### src/design/sddw_pkg.sv
// ----------------------------------------------------------------------------
// sddw_pkg - shared definitions for the signed decimal display writer
// Field widths, display codes and the controller/datapath link types.
// ----------------------------------------------------------------------------
package sddw_pkg;

  // Default number of display positions
  localparam int MaxDigitsDefault = 8;

  // Fixed field widths
  localparam int ValueW = 28;
  localparam int MagW   = 27;   // holds 10^8 - 1
  localparam int AddrW  = 4;
  localparam int CodeW  = 4;
  localparam int QuotW  = 24;   // (2^27 - 1) / 10 fits in 24 bits

  // Code-B driver values
  localparam logic [CodeW-1:0] CodeBlank = 4'hF;
  localparam logic [CodeW-1:0] CodeMinus = 4'hA;

  // Reset value of the digits-in-use register
  localparam logic [3:0] DigitsInUseReset = 4'd4;

  // Reciprocal of ten, exact for any 32-bit dividend with a shift of 35
  localparam logic [31:0] Div10Recip = 32'hCCCC_CCCD;
  localparam int          Div10Shift = 35;

  // Power of ten, worked out at elaboration
  function automatic int pow10(input int e);
    int p;
    p = 1;
    for (int k = 0; k < e; k++) begin
      p = p * 10;
    end
    return p;
  endfunction

  // Controller to datapath
  typedef struct packed {
    logic load;   // capture a new value
    logic step;   // drop the lowest decimal digit
  } sddw_cmd_t;

  // Datapath to controller
  typedef struct packed {
    logic [CodeW-1:0] digit;      // lowest decimal digit of the magnitude
    logic             quot_zero;  // nothing left after this digit
    logic             neg;        // value is negative
    logic [AddrW-1:0] blanks;     // positions to blank, clamped
  } sddw_status_t;

endpackage

### src/design/sddw_ctrl.sv
// ----------------------------------------------------------------------------
// sddw_ctrl - write sequencer for the signed decimal display writer
// Walks blanks, digits and the minus sign, one register write per cycle.
// ----------------------------------------------------------------------------
module sddw_ctrl #(
  parameter int MAX_DIGITS = sddw_pkg::MaxDigitsDefault
) (
  input  logic                            clk_i,
  input  logic                            rst_ni,
  input  logic                            start,
  output logic                            busy,
  output sddw_pkg::sddw_cmd_t             cmd_o,
  input  sddw_pkg::sddw_status_t          status_i,
  output logic                            strobe_o,
  output logic [sddw_pkg::AddrW-1:0]      register_address_o,
  output logic [sddw_pkg::CodeW-1:0]      digit_code_o,
  output logic                            last_write_o
);

  typedef enum logic [1:0] {
    StIdle,
    StBlank,
    StDigit,
    StMinus
  } state_e;

  localparam logic [sddw_pkg::AddrW-1:0] PosOne = sddw_pkg::AddrW'(1);
  localparam logic [sddw_pkg::AddrW-1:0] MaxPos = sddw_pkg::AddrW'(MAX_DIGITS);

  state_e                       state_q;
  logic [sddw_pkg::AddrW-1:0]   pos_q;
  logic                         strobe_q;
  logic [sddw_pkg::AddrW-1:0]   addr_q;
  logic [sddw_pkg::CodeW-1:0]   code_q;
  logic                         last_q;

  assign busy        = (state_q != StIdle);
  assign cmd_o.load  = start && (state_q == StIdle);
  assign cmd_o.step  = (state_q == StDigit);

  // Advance the sequence and register one write beat per cycle
  always_ff @(posedge clk_i or negedge rst_ni) begin
    if (!rst_ni) begin
      state_q  <= StIdle;
      pos_q    <= PosOne;
      strobe_q <= 1'b0;
      last_q   <= 1'b0;
      addr_q   <= PosOne;
      code_q   <= sddw_pkg::CodeBlank;
    end else begin
      case (state_q)
        StIdle: begin
          strobe_q <= start;
          last_q   <= 1'b0;
          if (start) begin
            addr_q   <= status_i.blanks;
            code_q   <= sddw_pkg::CodeBlank;
            if (status_i.blanks == PosOne) begin
              state_q <= StDigit;
              pos_q   <= PosOne;
            end else begin
              state_q <= StBlank;
              pos_q   <= status_i.blanks - PosOne;
            end
          end
        end
        StBlank: begin
          strobe_q <= 1'b1;
          last_q   <= 1'b0;
          addr_q   <= pos_q;
          code_q   <= sddw_pkg::CodeBlank;
          if (pos_q == PosOne) begin
            state_q <= StDigit;
          end else begin
            pos_q <= pos_q - PosOne;
          end
        end
        StDigit: begin
          strobe_q <= 1'b1;
          last_q   <= status_i.quot_zero && !status_i.neg;
          addr_q   <= pos_q;
          code_q   <= status_i.digit;
          pos_q    <= pos_q + PosOne;
          if (status_i.quot_zero) begin
            if (status_i.neg) begin
              state_q <= StMinus;
            end else begin
              state_q <= StIdle;
            end
          end
        end
        StMinus: begin
          strobe_q <= 1'b1;
          addr_q   <= pos_q;
          code_q   <= sddw_pkg::CodeMinus;
          last_q   <= 1'b1;
          state_q  <= StIdle;
        end
        default: begin
          strobe_q <= 1'b0;
          last_q   <= 1'b0;
          state_q  <= StIdle;
        end
      endcase
    end
  end

  assign strobe_o           = strobe_q;
  assign register_address_o = addr_q;
  assign digit_code_o       = code_q;
  assign last_write_o       = last_q;

  // Every busy cycle issues a write beat on the next cycle
  a_busy_writes: assert property (@(posedge clk_i) disable iff (!rst_ni)
    (state_q != StIdle) |=> strobe_q)
    else $error("busy cycle without a write beat");

  // The final marker only rides on a write beat
  a_last_has_strobe: assert property (@(posedge clk_i) disable iff (!rst_ni)
    last_q |-> strobe_q)
    else $error("last write flagged without a beat");

  // Addresses stay inside the display
  a_addr_range: assert property (@(posedge clk_i) disable iff (!rst_ni)
    strobe_q |-> ((addr_q >= PosOne) && (addr_q <= MaxPos)))
    else $error("write address outside the display");

  // A blank is never the final write
  a_blank_not_last: assert property (@(posedge clk_i) disable iff (!rst_ni)
    (strobe_q && (code_q == sddw_pkg::CodeBlank)) |-> !last_q)
    else $error("blank flagged as last write");

endmodule

### config.mk
export PLATFORM = sky130hd
export DESIGN_NAME = sddw_ctrl
export DESIGN_NICKNAME = d
export VERILOG_FILES = /design/src/design/sddw_pkg.sv /design/src/design/sddw_ctrl.sv
export SDC_FILE = /design/constraint.sdc
export NUM_CORES = 1
export LEC_CHECK = 0
export ABC_AREA = 0
export BUFFER_PORTS_ARGS = -buffer_cell sky130_fd_sc_hd__buf_2
export CORE_ASPECT_RATIO = 1.25
export CORE_MARGIN = 10
export CORE_UTILIZATION = 29
export CTS_BUF_LIST = sky130_fd_sc_hd__clkbuf_4 sky130_fd_sc_hd__clkbuf_8
export CTS_CLUSTER_DIAMETER = 50
export CTS_CLUSTER_SIZE = 40
export DETAILED_ROUTE_END_ITERATION = 8
export GPL_TIMING_DRIVEN = 0
export PLACE_DENSITY = 0.46
export SETUP_SLACK_MARGIN = 0.2
export SYNTH_ARGS = -nofsm -noshare
export SYNTH_HDL_FRONTEND = slang
export SYNTH_SLANG_ARGS = --single-unit
### constraint.sdc
create_clock -name clk_i -period 3.4 [get_ports clk_i]
set_input_delay 0.17 -clock clk_i [delete_from_list [all_inputs] [get_ports clk_i]]
set_output_delay 0.17 -clock clk_i [all_outputs]
set_load 0.03 [all_outputs]
* Word-level counts from Yosys, hierarchy flattened *
Index checks and enable logic that the tools add are counted.

operators by class
  $add $sub $neg = 3
  mux-type cells = 16
  equal/unequal tests = 9
  reduce and logical (&&, ||, !) cells = 10

operators by type and width
  kind                                                                      count
  4-bit 2-to-1 mux                                                          5
  4-bit case mux with 4 select lines                                        1
  4-bit case mux with 3 select lines                                        1
  2-bit 2-to-1 mux                                                          5
  4-bit by 1-bit == test with 1-bit output (second input constant)          2
  2-bit case mux with 4 select lines                                        1
  4-bit case mux with 2 select lines                                        1
  4-bit by 1-bit subtractor with 4-bit output (second input constant)       2
  2-bit inequality test (second input constant)                             3
  3-bit AND reduction                                                       2
  4-bit by 1-bit adder with 4-bit output (second input constant)            1
  2-bit == test (second input constant)                                     2
  1-bit case mux with 3 select lines                                        1
  3-bit nonzero test                                                        1
  3-bit OR reduction                                                        1
  2-bit by 1-bit == test with 1-bit output (second input constant)          1
  1-bit logical AND                                                         2
  2-bit zero test                                                           1
  2-bit by 1-bit inequality test with 1-bit output (second input constant)  1
  1-bit case mux with 2 select lines                                        1
  2-bit nonzero test                                                        1
  2-bit OR reduction                                                        1
  1-bit zero test                                                           1

word-level totals
  output and inout bits = 13
  input port bits = 13
  flip-flop bits (word level) = 16
  logic and storage cells = 44

* Logic depth before layout (Yosys ltp) *
Gate-level depths: netlist of the first run.

  depth after elaboration = 4
  depth in mapped cells = 7
  depth with buffers taken out = 6

* Least setup slack after synthesis of the first run *
No wires, ideal clock.

  path kind = reg2reg
  start point = register state_q[0]
  end point = register pos_q[2] (netlist bit)
  library setup time = 0.121 ns
  arrival time = 1.692 ns
  setup slack = 1.587 ns
  cell stages (with the launch flop) = 7
  cells stage by stage = dfrtp_1 inv_1 ha_1 nor3_1 a311oi_2 nand2_1 a22o_1

RTL lines
  item                      line             text
  start: declaration        sddw_ctrl.sv:30  state_e state_q;
  start signal: assignment  sddw_ctrl.sv:44  state_q <= StIdle;
  start signal: assignment  sddw_ctrl.sv:59  state_q <= StDigit;
  start signal: assignment  sddw_ctrl.sv:62  state_q <= StBlank;
  end signal: assignment    sddw_ctrl.sv:45  pos_q <= PosOne;
  end signal: assignment    sddw_ctrl.sv:60  pos_q <= PosOne;
  end signal: assignment    sddw_ctrl.sv:63  pos_q <= status_i.blanks - PosOne;
  end: declaration          sddw_ctrl.sv:31  logic [sddw_pkg::AddrW-1:0] pos_q;

* Final worst setup path of the first run *
  start point = register state_q[0]
  end point = register pos_q[2] (netlist bit)

between the ends
  longest elaborated chain between the ends = 3

ends and longest elaborated chain
  item                                                                          line             text
  2-bit by 1-bit == test with 1-bit output, or another cell as far along        sddw_ctrl.sv:51  case (state_q)
  2-bit inequality test (no source line) or 3-bit nonzero test (tied branches)  --
  3-bit AND reduction (no source line)                                          --

Several ways; a longest one is shown, not always the timed one.
A chain may end at the register's enable or synchronous reset.

==> results of run 1 <==
==> per-stage QoR <==
| step | instance area, sq um | setup WS, ps | util (%) |
|---|---|---|---|
| after floorplan | 1080 | 1590 | - |
| after global placement | 1260 | 1490 | 35.5 |
| after detailed placement | 1260 | 1510 | 35.5 |
| after CTS | 1320 | 1500 | 37.3 |
| after global routing | 1320 | 1320 | 37.3 |
| final | 1320 | 1520 | 37.3 |
==> state kept, by name, summed over array words and instances (netlist names) <==
| signal | count |
|---|---|
| strobe_o | 1 |
| register_address_o | 4 |
| pos_q | 4 |
| state_q | 2 |
| last_write_o | 1 |
| digit_code_o | 4 |
==> cells in the final DEF, fill, tap and decap left out, types with 2 or more instances in the layout <==
cell type / n
a21oi_1: 6
a22oi_1: 2
buf_2: 26
clkbuf_1: 2
clkbuf_8: 4
dfrtp_1: 10
dfstp_2: 6
ha_1: 10
inv_1: 9
mux2i_1: 7
nand2_1: 12
nand2b_1: 4
nor2_1: 5
nor2b_1: 4
nor3_1: 2
o21ai_0: 6
o21ai_1: 7
o22a_1: 2
==> power by group through the flow <==
stage               combinational, mW  clock [mW]  sequential, mW
floorplan                       0.533           0           0.476
global placement                0.840           0           0.379
detailed placement              0.843           0           0.381
CTS                             0.846       0.179           0.377
global route                    0.928       0.189           0.392
finish                          0.832       0.174           0.377
==> what timing repair did <==
item / 4_1_cts / 5_1_grt
endpoints found under the setup margin: 0 / 0
hold endpoints to repair: 10 / 0
hold buffers: 1 / 0
==> worst register-to-register path: stages (launching register included) <==
cell and delay, ps:
dfrtp_1 400, inv_1 120, ha_1 340, nor3_1 120
a311oi_2 500, nand2_1 90, a22o_1 200
==> synthesized netlist by cell type, types with 2 or more instances <==
| library cell | number |
|---|---|
| nor2b_1 | 4 |
| clkbuf_1 | 2 |
| o21ai_0 | 6 |
| a21oi_1 | 6 |
| o21ai_1 | 7 |
| mux2i_1 | 7 |
| a22oi_1 | 2 |
| inv_1 | 9 |
| nor2_1 | 5 |
| nand2b_1 | 4 |
| dfstp_2 | 6 |
| o22a_1 | 2 |
| ha_1 | 10 |
| nand2_1 | 12 |
| nor3_1 | 2 |
| dfrtp_1 | 10 |
==> kinds of logic (layout without fill, tap and decap cells) <==
logic type,after synthesis,count (layout),synth area share [%]
fa+ha+maj,10,10,11.5
flops,16,16,37.6
simple gates,34,34,16.7
buf+inv,14,44,5.43
compound gates,32,32,20.1
mux,9,9,8.55
==> per-layer routing <==
metal / GRT usage [%] / part of all wire, % / up-vias
met1: 8.98 / 42 / 440
li1: - / - / 462
met5: 0 / 0 / -
met2: 14.1 / 48 / 25
met4: 5.34 / 3.0 / 0
met3: 3.14 / 6.5 / 6
==> final cells by class <==
| class | count | area (sq um) | area share (%) |
|---|---|---|---|
| Multi-Input combinational cell | 85 | 617 | 46.6 |
| Sequential cell | 16 | 408 | 30.8 |
| Timing Repair Buffer | 26 | 135 | 10.2 |
| Clock buffer | 4 | 55.1 | 4.16 |
| Tap cell | 39 | 48.8 | 3.69 |
| Inverter | 9 | 33.8 | 2.55 |
| Buffer | 5 | 25.0 | 1.89 |
==> path summary, 6_finish.rpt <==
kind	slack, ps	to
worst max-delay path	1520	pos_q[2]$_DFFE_PN0P_
worst min-delay path	130	digit_code_o[1]$_DFFE_PN1P_
worst max register to register	1520	pos_q[2]$_DFFE_PN0P_
worst min register to register	460	digit_code_o[2]$_DFFE_PN1P_
max in group asynchronous	2720	register_address_o[0]$_DFFE_PN1P_
min in group asynchronous	360	strobe_o$_DFF_PN0_
==> results.md, run 1 <==
- CP Capture Type: register
- Worst-path clk slew: 70 ps
- WP data required: 3540 ps
- First-pass GRT wire length: 4.37 mm
- Sw Ratio: 47.5%
- Cts repair resizes: 0
- Die height: 88.3 um
- CTS tree: done
- Grt ovf: 0
- Clk network pwr share: 12.6%
- Dpl cells: 179
- Die width: 74.7 um
- Cell Chain, Critical Path: inv_1, ha_1, nor3_1, a311oi_2, nand2_1, a22o_1
- Top cells by area, synth: dfrtp_1, dfstp_2, ha_1, mux2i_1, nand2_1
- CP top delay family: compound AO/OA/AOI/OAI gates
- Max-slew violation count: 0
- Post-synth design cell area: 0.00108 sq mm
- Starting Density: 30.6%
- Fillers: 357
- Pint: 726 uW
- GRT Util Overall: 8.54%
- Port Buffers: 25
- Reg power frac: 27.3%
- Worst Reg-to-Reg Cells: 6
- R2R Path Start: state_q[0]$_DFFE_PN0P_
- Status: complete, no violations
- Peak VDD IR: 0.000280 V
- Post-Syn Nets: 138
- Final net count: 169
- Core Rows: 24
- Crit Path Max Fanout: 7
- Crit path DAT: 2020 ps
- RSZ-0062 raised after global routing: false
- # H-tree levels: 1
- Hold wc startpoint: status_i[7]
- DR vias/cell: 5.07
- Prevailing post-synth register cell: dfrtp_1
- WL final: 2.68 mm
- DP HPWL: 2.13 mm
- Ports: 26
- Worst-Skew Late Latency: 250 ps
- Inserted Diodes: 0
- Hold Fails Final Rpt: 0
- Synth-to-Final Area Change: 22.1%
- Cts bufs inserted: 3
- CTS max path bufs: 2
- Routed Antenna Nets: 0
- Max incr delay on CP: 500 ps
- Die area: 0.00660 sq mm
- Lkg Pwr: 0.622 nW
- Nature of the critical path startpoint: register
- Fin crit period: 1880 ps
- Hold path cells: 2
- Pwr dens: 1050 mW/mm^2
- Final setup vio count: 0
- Post-synth top area share: 23.1%
- CP Class: register to register
- Dominant cell type by area after synthesis: dfrtp_1
- Worst-Margin Slew: 507 ps
- DRC errors left: 0
- Drt first pass iters: 4
- Setup TNS: 0 ps
- Netlist cell types: 37
- Share of cells above drive strength 1: 30.3%
- Period Utilization, post-route: 55.3%
- Seq/Total Area, Yosys: 37.6%
- Achievable Freq: 532 MHz
- Crit path max-delay cell type: a311oi_2
- CP bufs+invs: 1
- MaxCap Viol Count: 0
- Sink Count: 16
- Final Non-Filler Cells: 184
- Hold_ws: 131 ps
- Total power draw: 1.38 mW
- Initial antenna violation count: 0
- Number of synthesized flops with an enable pin: 0
- Net Sw Power: 656 uW
- Placer Congestion: 0.779
- Mapped Cells: 115
- Setup crit start: state_q[0]$_DFFE_PN0P_
- First DRT Iteration DRCs: 43
- Mapped Avg Cell Area: 9.42 sq um
- Slew headroom: 66.2%
- Largest net degree at the start of global routing: 17
- Via Count: 933
- Critical path depth: 6
- Class of the worst hold path: primary input to register
- Floorplan core area: 0.00354 sq mm
- Vias in the first global route: 939
- Clock root buffer: clkbuf_8
- DR WL/cell: 14.6 um
- Synth Register Bits: 16
- Synthesis Warnings: 0
- Clock skew: 2.45 ps
- Logic pwr share: 60.2%
- Post-CTS setup buffers: 0
- Fraction of registers with async set/reset: 100%
(Power assumes the default switching activity.)
==> run 2: changes to the inputs <==
- PLACE_DENSITY: 0.46 -> 0.48
- clock period: 3.4 -> 1.7 ns (I/O delays scaled with it)
==> results.md, run 2 (synthesis results as in run 1) <==
- Period Utilization, post-route: 97.6% (was 55.3%)
- Class of the worst hold path: primary input to register (unchanged)
- DR WL/cell: 15.2 um (was 14.6 um)
- Floorplan core area: 0.00354 sq mm (unchanged)
- Placer Congestion: 0.782 (was 0.779)
- Hold wc startpoint: status_i[9] (was status_i[7])
- CP Class: register to register (unchanged)
- Share of cells above drive strength 1: 44.3% (was 30.3%)
- Final setup vio count: 0 (unchanged)
- Die width: 74.7 um (unchanged)
- Worst-Skew Late Latency: 250 ps (about the same)
- Dpl cells: 179 (unchanged)
- CTS max path bufs: 2 (unchanged)
- First DRT Iteration DRCs: 33 (was 43)
- Clock root buffer: clkbuf_8 (unchanged)
- Grt ovf: 0 (unchanged)
- Achievable Freq: 603 MHz (was 532 MHz)
- Commonest cells after routing, fill and taps aside: buf_2, buf_4, nand2_1 (was buf_2, nand2_1, ha_1, dfrtp_1, inv_1)
- Sink Count: 16 (unchanged)
- CP Capture Type: register (unchanged)
- RSZ-0062 raised after global routing: true (was false)
- WP data required: 1880 ps (was 3540 ps)
- Final Util: 43.1% (was 37.3%)
- Max-slew violation count: 0 (unchanged)
- # H-tree levels: 1 (unchanged)
- Slew headroom: 74.0% (was 66.2%)
- Most common cell after layout, fill and taps aside: buf_2 (unchanged)
- Lkg Pwr: 0.706 nW (was 0.622 nW)
- GRT Util Overall: 9.18% (was 8.54%)
- Final net count: 183 (was 169)
- MaxCap Viol Count: 0 (unchanged)
- Cts bufs inserted: 3 (unchanged)
- Final Non-Filler Cells: 197 (was 184)
- Die height: 88.3 um (unchanged)
- Pwr dens: 2140 mW/mm^2 (was 1050 mW/mm^2)
- Fin crit period: 1660 ps (was 1880 ps)
- Hold Path End: digit_code_o[3]$_DFFE_PN1P_ (was digit_code_o[1]$_DFFE_PN1P_)
- R2R setup slack: 40 ps (was 1520 ps)
- Vias in the first global route: 1019 (was 939)
- DP HPWL: 2.16 mm (was 2.13 mm)
- Largest net degree at the start of global routing: 17 (unchanged)
- DR vias/cell: 4.90 (was 5.07)
- Nature of the critical path startpoint: register (unchanged)
- Die area: 0.00660 sq mm (unchanged)
- Hold path cells: 2 (unchanged)
- Starting Density: 30.6% (unchanged)
- Crit path DAT: 1840 ps (was 2020 ps)
- Worst Reg-to-Reg Cells: 6 (unchanged)
- Crit Path Max Fanout: 3 (was 7)
- Drt first pass iters: 4 (unchanged)
- Port Buffers: 25 (unchanged)
- WL final: 2.99 mm (was 2.68 mm)
- Via Count: 965 (was 933)
- Initial antenna violation count: 0 (unchanged)
- Hold Fails Final Rpt: 0 (unchanged)
- RR Endpoint: pos_q[3]$_DFFE_PN0P_ (was pos_q[2]$_DFFE_PN0P_)
- Synth-to-Final Area Change: 41.0% (was 22.1%)
- Worst-path clk slew: 60 ps (was 70 ps)
- CTS tree: done (unchanged)
- Status: complete, no violations (unchanged)
- Ports: 26 (unchanged)
- First-pass GRT wire length: 4.81 mm (was 4.37 mm)
- Peak VDD IR: 0.000678 V (was 0.000280 V)
- Setup TNS: 0 ps (unchanged)
- Clock skew: 2.19 ps (was 2.45 ps)
- R2R Path Start: state_q[0]$_DFFE_PN0P_ (unchanged)
- Routed Antenna Nets: 0 (unchanged)
- Core Rows: 24 (unchanged)
- Worst-Margin Slew: 390 ps (was 507 ps)
- DRC errors left: 0 (unchanged)
- Inserted Diodes: 0 (unchanged)
-- run 2: cell count changes in the layout (fill, tap and decap cells not counted), moves of 2 or more --
| cell | delta |
|---|---|
| buf_2 | -2 |
| inv_1 | -3 |
| buf_6 | +3 |
| ha_4 | +4 |
| ha_1 | -4 |
| clkbuf_1 | -2 |
| inv_2 | +3 |
| buf_4 | +14 |
-- run 2: worst max-delay path: stages (launching register included) --
cell     delay (ps)
dfrtp_1         410
buf_6           120
ha_4            130
or4b_4          450
a32o_1          220
and3_1          160
o21ai_1         100
-- run 2: worst max-delay path by stage --
stage / start / to / slack [ps] / depth (start not counted)
CTS: state_q[1]$_DFFE_PN0P_ / pos_q[3]$_DFFE_PN0P_ / 30 / 6
detailed placement: state_q[0]$_DFFE_PN0P_ / state_q[1]$_DFFE_PN0P_ / -40 / 5
global route: state_q[0]$_DFFE_PN0P_ / pos_q[3]$_DFFE_PN0P_ / -20 / 6
global placement: state_q[0]$_DFFE_PN0P_ / state_q[1]$_DFFE_PN0P_ / -30 / 5
finish: state_q[0]$_DFFE_PN0P_ / pos_q[3]$_DFFE_PN0P_ / 40 / 6
floorplan: state_q[1]$_DFFE_PN0P_ / pos_q[3]$_DFFE_PN0P_ / 120 / 6
-- run 2: layer usage --
layer	up-vias	GRT usage (%)	wire length (um)	part of all wire [%]
li1	492	-	-	-
met1	457	9.44	1190	40
met2	16	17.1	1620	54
met3	0	2.02	182	6.1
met4	0	4.14	0	0
met5	-	0	0	0
-- run 2: metrics by stage --
step                      area, sq um  hold slack, ps  setup slack, ps  total power [mW]
final                            1530            48.4             40.4              3.27
after global routing             1530            55.3            -15.5              3.56
after CTS                        1460            47.2             25.3              3.09
after detailed placement         1320            28.3            -40.7              2.60
after global placement           1320            27.1            -29.6              2.58
after floorplan                  1150            -211              117              2.16
-- run 2: report_power, final --
part	internal [mW]	total [mW]	switching, mW
combinational	1.02	2.22	1.20
sequential	0.611	0.773	0.162
clock	0.157	0.285	0.128
total	1.78	3.27	1.49
-- run 2: cell type report --
type | instances | area (sq um)
timing repair buffer | 41 | 262
sequential | 16 | 409
buffer | 4 | 25.0
fill | 361 | 2020
tap | 39 | 48.8
inverter | 9 | 33.8
multi-input combinational | 85 | 708
clock buffer | 3 | 41.3
-- run 2: what timing repair did --
action                                  4_1_cts  5_1_grt
endpoints found under the hold margin        10        0
pin swaps                                     2        3
hold buffers                                  1        0
resized for setup                             5       11
buffers inserted                              9        6
endpoints found under the setup margin       12       10
==> run 3: changes to the inputs <==
- CAP_MARGIN: default -> 5
- PLACE_DENSITY: 0.48 -> 0.46
- clock period: 1.7 -> 1.95 ns (I/O delays scaled with it)
==> results.md, run 3 (synthesis results as in run 1) <==
- Port Buffers: 25 (unchanged)
- Lkg Pwr: 0.643 nW (was 0.706 nW)
- Max incr delay on CP: 430 ps (was 450 ps)
- Pwr dens: 1840 mW/mm^2 (was 2140 mW/mm^2)
- Slew headroom: 73.5% (was 74.0%)
- Inserted Diodes: 0 (unchanged)
- Placer Congestion: 0.810 (was 0.782)
- Drt first pass iters: 4 (unchanged)
- Achievable Freq: 577 MHz (was 603 MHz)
- Synth-to-Final Area Change: 28.3% (was 41.0%)
- Routed Antenna Nets: 0 (unchanged)
- Floorplan core area: 0.00354 sq mm (unchanged)
- Crit path max-delay cell type: dfrtp_1 (was or4b_4)
- Share of cells above drive strength 1: 35.8% (was 44.3%)
- Core Rows: 24 (unchanged)
- # H-tree levels: 1 (unchanged)
- CP bufs+invs: 2 (was 1)
- Grt met1 use: 9.92% (was 9.44%)
- Final Util: 39.2% (was 43.1%)
- Routing usage on met2: 15.1% (was 17.1%)
- Starting Density: 30.6% (unchanged)
- Class of the worst hold path: primary input to register (unchanged)
- GRT Util Overall: 8.82% (was 9.18%)
- Final WS setup: 218 ps (was 40.4 ps)
- Final Non-Filler Cells: 187 (was 197)
- DR WL/cell: 14.5 um (was 15.2 um)
- DR vias/cell: 4.96 (was 4.90)
- Die area: 0.00660 sq mm (unchanged)
- CP Capture Type: register (unchanged)
- WL final: 2.70 mm (was 2.99 mm)
- Pre-CTS WS: 97.6 ps (was -40.7 ps)
- Nature of the critical path startpoint: register (unchanged)
- Cts bufs inserted: 3 (unchanged)
- GR Util met3: 1.57% (was 2.02%)
- Status: complete, no violations (unchanged)
- Peak VDD IR: 0.000500 V (was 0.000678 V)
- R2R setup slack: 220 ps (was 40 ps)
- Setup TNS: 0 ps (unchanged)
- Hold path cells: 2 (unchanged)
- DRC errors left: 0 (unchanged)
- Worst-path clk slew: 70 ps (was 60 ps)
- Dpl cells: 179 (unchanged)
- Worst-Margin Slew: 395 ps (was 390 ps)
- CTS max path bufs: 2 (unchanged)
- Sink Count: 16 (unchanged)
- Grt ovf: 0 (unchanged)
- Commonest cells after routing, fill and taps aside: buf_2, nand2_1, dfrtp_1 (was buf_2, buf_4, nand2_1)
- Hold Fails Final Rpt: 0 (unchanged)
- DP HPWL: 2.11 mm (was 2.16 mm)
- Busiest grt layer: met2 (unchanged)
- WP data required: 2090 ps (was 1880 ps)
- Vias in the first global route: 957 (was 1019)
- Ports: 26 (unchanged)
- MaxCap Viol Count: 0 (unchanged)
- Cell Chain, Critical Path: inv_2, ha_1, nor3_1, a311oi_4, buf_4, a22o_1 (was buf_6, ha_4, or4b_4, a32o_1, and3_1, o21ai_1)
- Clock skew: 4.30 ps (was 2.19 ps)
- CP Class: register to register (unchanged)
- First DRT Iteration DRCs: 33 (unchanged)
- Crit Path Max Fanout: 5 (was 3)
- Clock root buffer: clkbuf_8 (unchanged)
- Crit path DAT: 1870 ps (was 1840 ps)
- Die height: 88.3 um (unchanged)
- R2R Path Start: state_q[1]$_DFFE_PN0P_ (was state_q[0]$_DFFE_PN0P_)
- Fin crit period: 1730 ps (was 1660 ps)
- CTS tree: done (unchanged)
- Crit path to: pos_q[2]$_DFFE_PN0P_ (was pos_q[3]$_DFFE_PN0P_)
- Worst Reg-to-Reg Cells: 6 (unchanged)
- Worst-Skew Late Latency: 250 ps (about the same)
- CP top delay family: flip-flops (was simple AND/OR/NAND/NOR gates)
- RSZ-0062 raised after global routing: true (unchanged)
- Die width: 74.7 um (unchanged)
- Setup crit start: state_q[1]$_DFFE_PN0P_ (was state_q[0]$_DFFE_PN0P_)
- Critical path depth: 6 (unchanged)
- Final net count: 172 (was 183)
- Final setup vio count: 0 (unchanged)
- Max-slew violation count: 0 (unchanged)
- Via Count: 928 (was 965)
- Hold_ws: 61.2 ps (was 48.4 ps)
- Most common cell after layout, fill and taps aside: buf_2 (unchanged)
- First-pass GRT wire length: 4.56 mm (was 4.81 mm)
- RR Endpoint: pos_q[2]$_DFFE_PN0P_ (was pos_q[3]$_DFFE_PN0P_)
- Initial antenna violation count: 0 (unchanged)
- Largest net degree at the start of global routing: 17 (unchanged)
- Period Utilization, post-route: 88.8% (was 97.6%)
run 3: where the power goes:
group / internal [mW] / leakage, nW / total, mW / switching [mW]
logic: 0.670 / 0.433 / 1.62 / 0.953
clock network: 0.159 / 0.0262 / 0.274 / 0.116
registers: 0.532 / 0.184 / 0.661 / 0.130
run 3: timing repair:
action,in CTS,in global routing
pin swaps,1,1
hold endpoints to repair,10,0
hold buffers,1,0
setup endpoints to repair,2,7
buffers inserted,2,1
resized for setup,1,10
run 3: per-stage QoR:
| step | instance area [sq um] | total power [mW] |
|---|---|---|
| global placement | 1260 | 2.12 |
| global route | 1390 | 2.81 |
| finish | 1390 | 2.56 |
| detailed placement | 1260 | 2.14 |
| CTS | 1350 | 2.51 |
| floorplan | 1090 | 1.76 |
run 3: worst min path at each step:
| stage | start | to | slack, ps |
|---|---|---|---|
| 3_5_place_dp | rst_ni | strobe_o$_DFF_PN0_ | 40 |
| 6_report | status_i[9] | digit_code_o[3]$_DFFE_PN1P_ | 60 |
| 4_1_cts | status_i[7] | digit_code_o[1]$_DFFE_PN1P_ | 60 |
| 5_1_grt | status_i[9] | digit_code_o[3]$_DFFE_PN1P_ | 70 |
| 3_3_place_gp | rst_ni | strobe_o$_DFF_PN0_ | 40 |
| 2_1_floorplan | rst_ni | last_write_o$_DFF_PN0_ | -200 |
run 3: metal layers:
layer / wire length [um] / up-vias / part of all wire (%)
met2: 1360 / 18 / 50
met3: 148 / 4 / 5.5
li1: - / 467 / -
met5: 0 / - / 0
met1: 1130 / 439 / 42
met4: 64 / 0 / 2.4
run 3: final cells by class:
type	count	area, sq um
tap	39	48.8
clock buffer	4	48.8
buffer	5	27.5
fill	368	2150
multi-input combinational	85	664
inverter	9	33.8
timing repair buffer	29	158
sequential	16	409
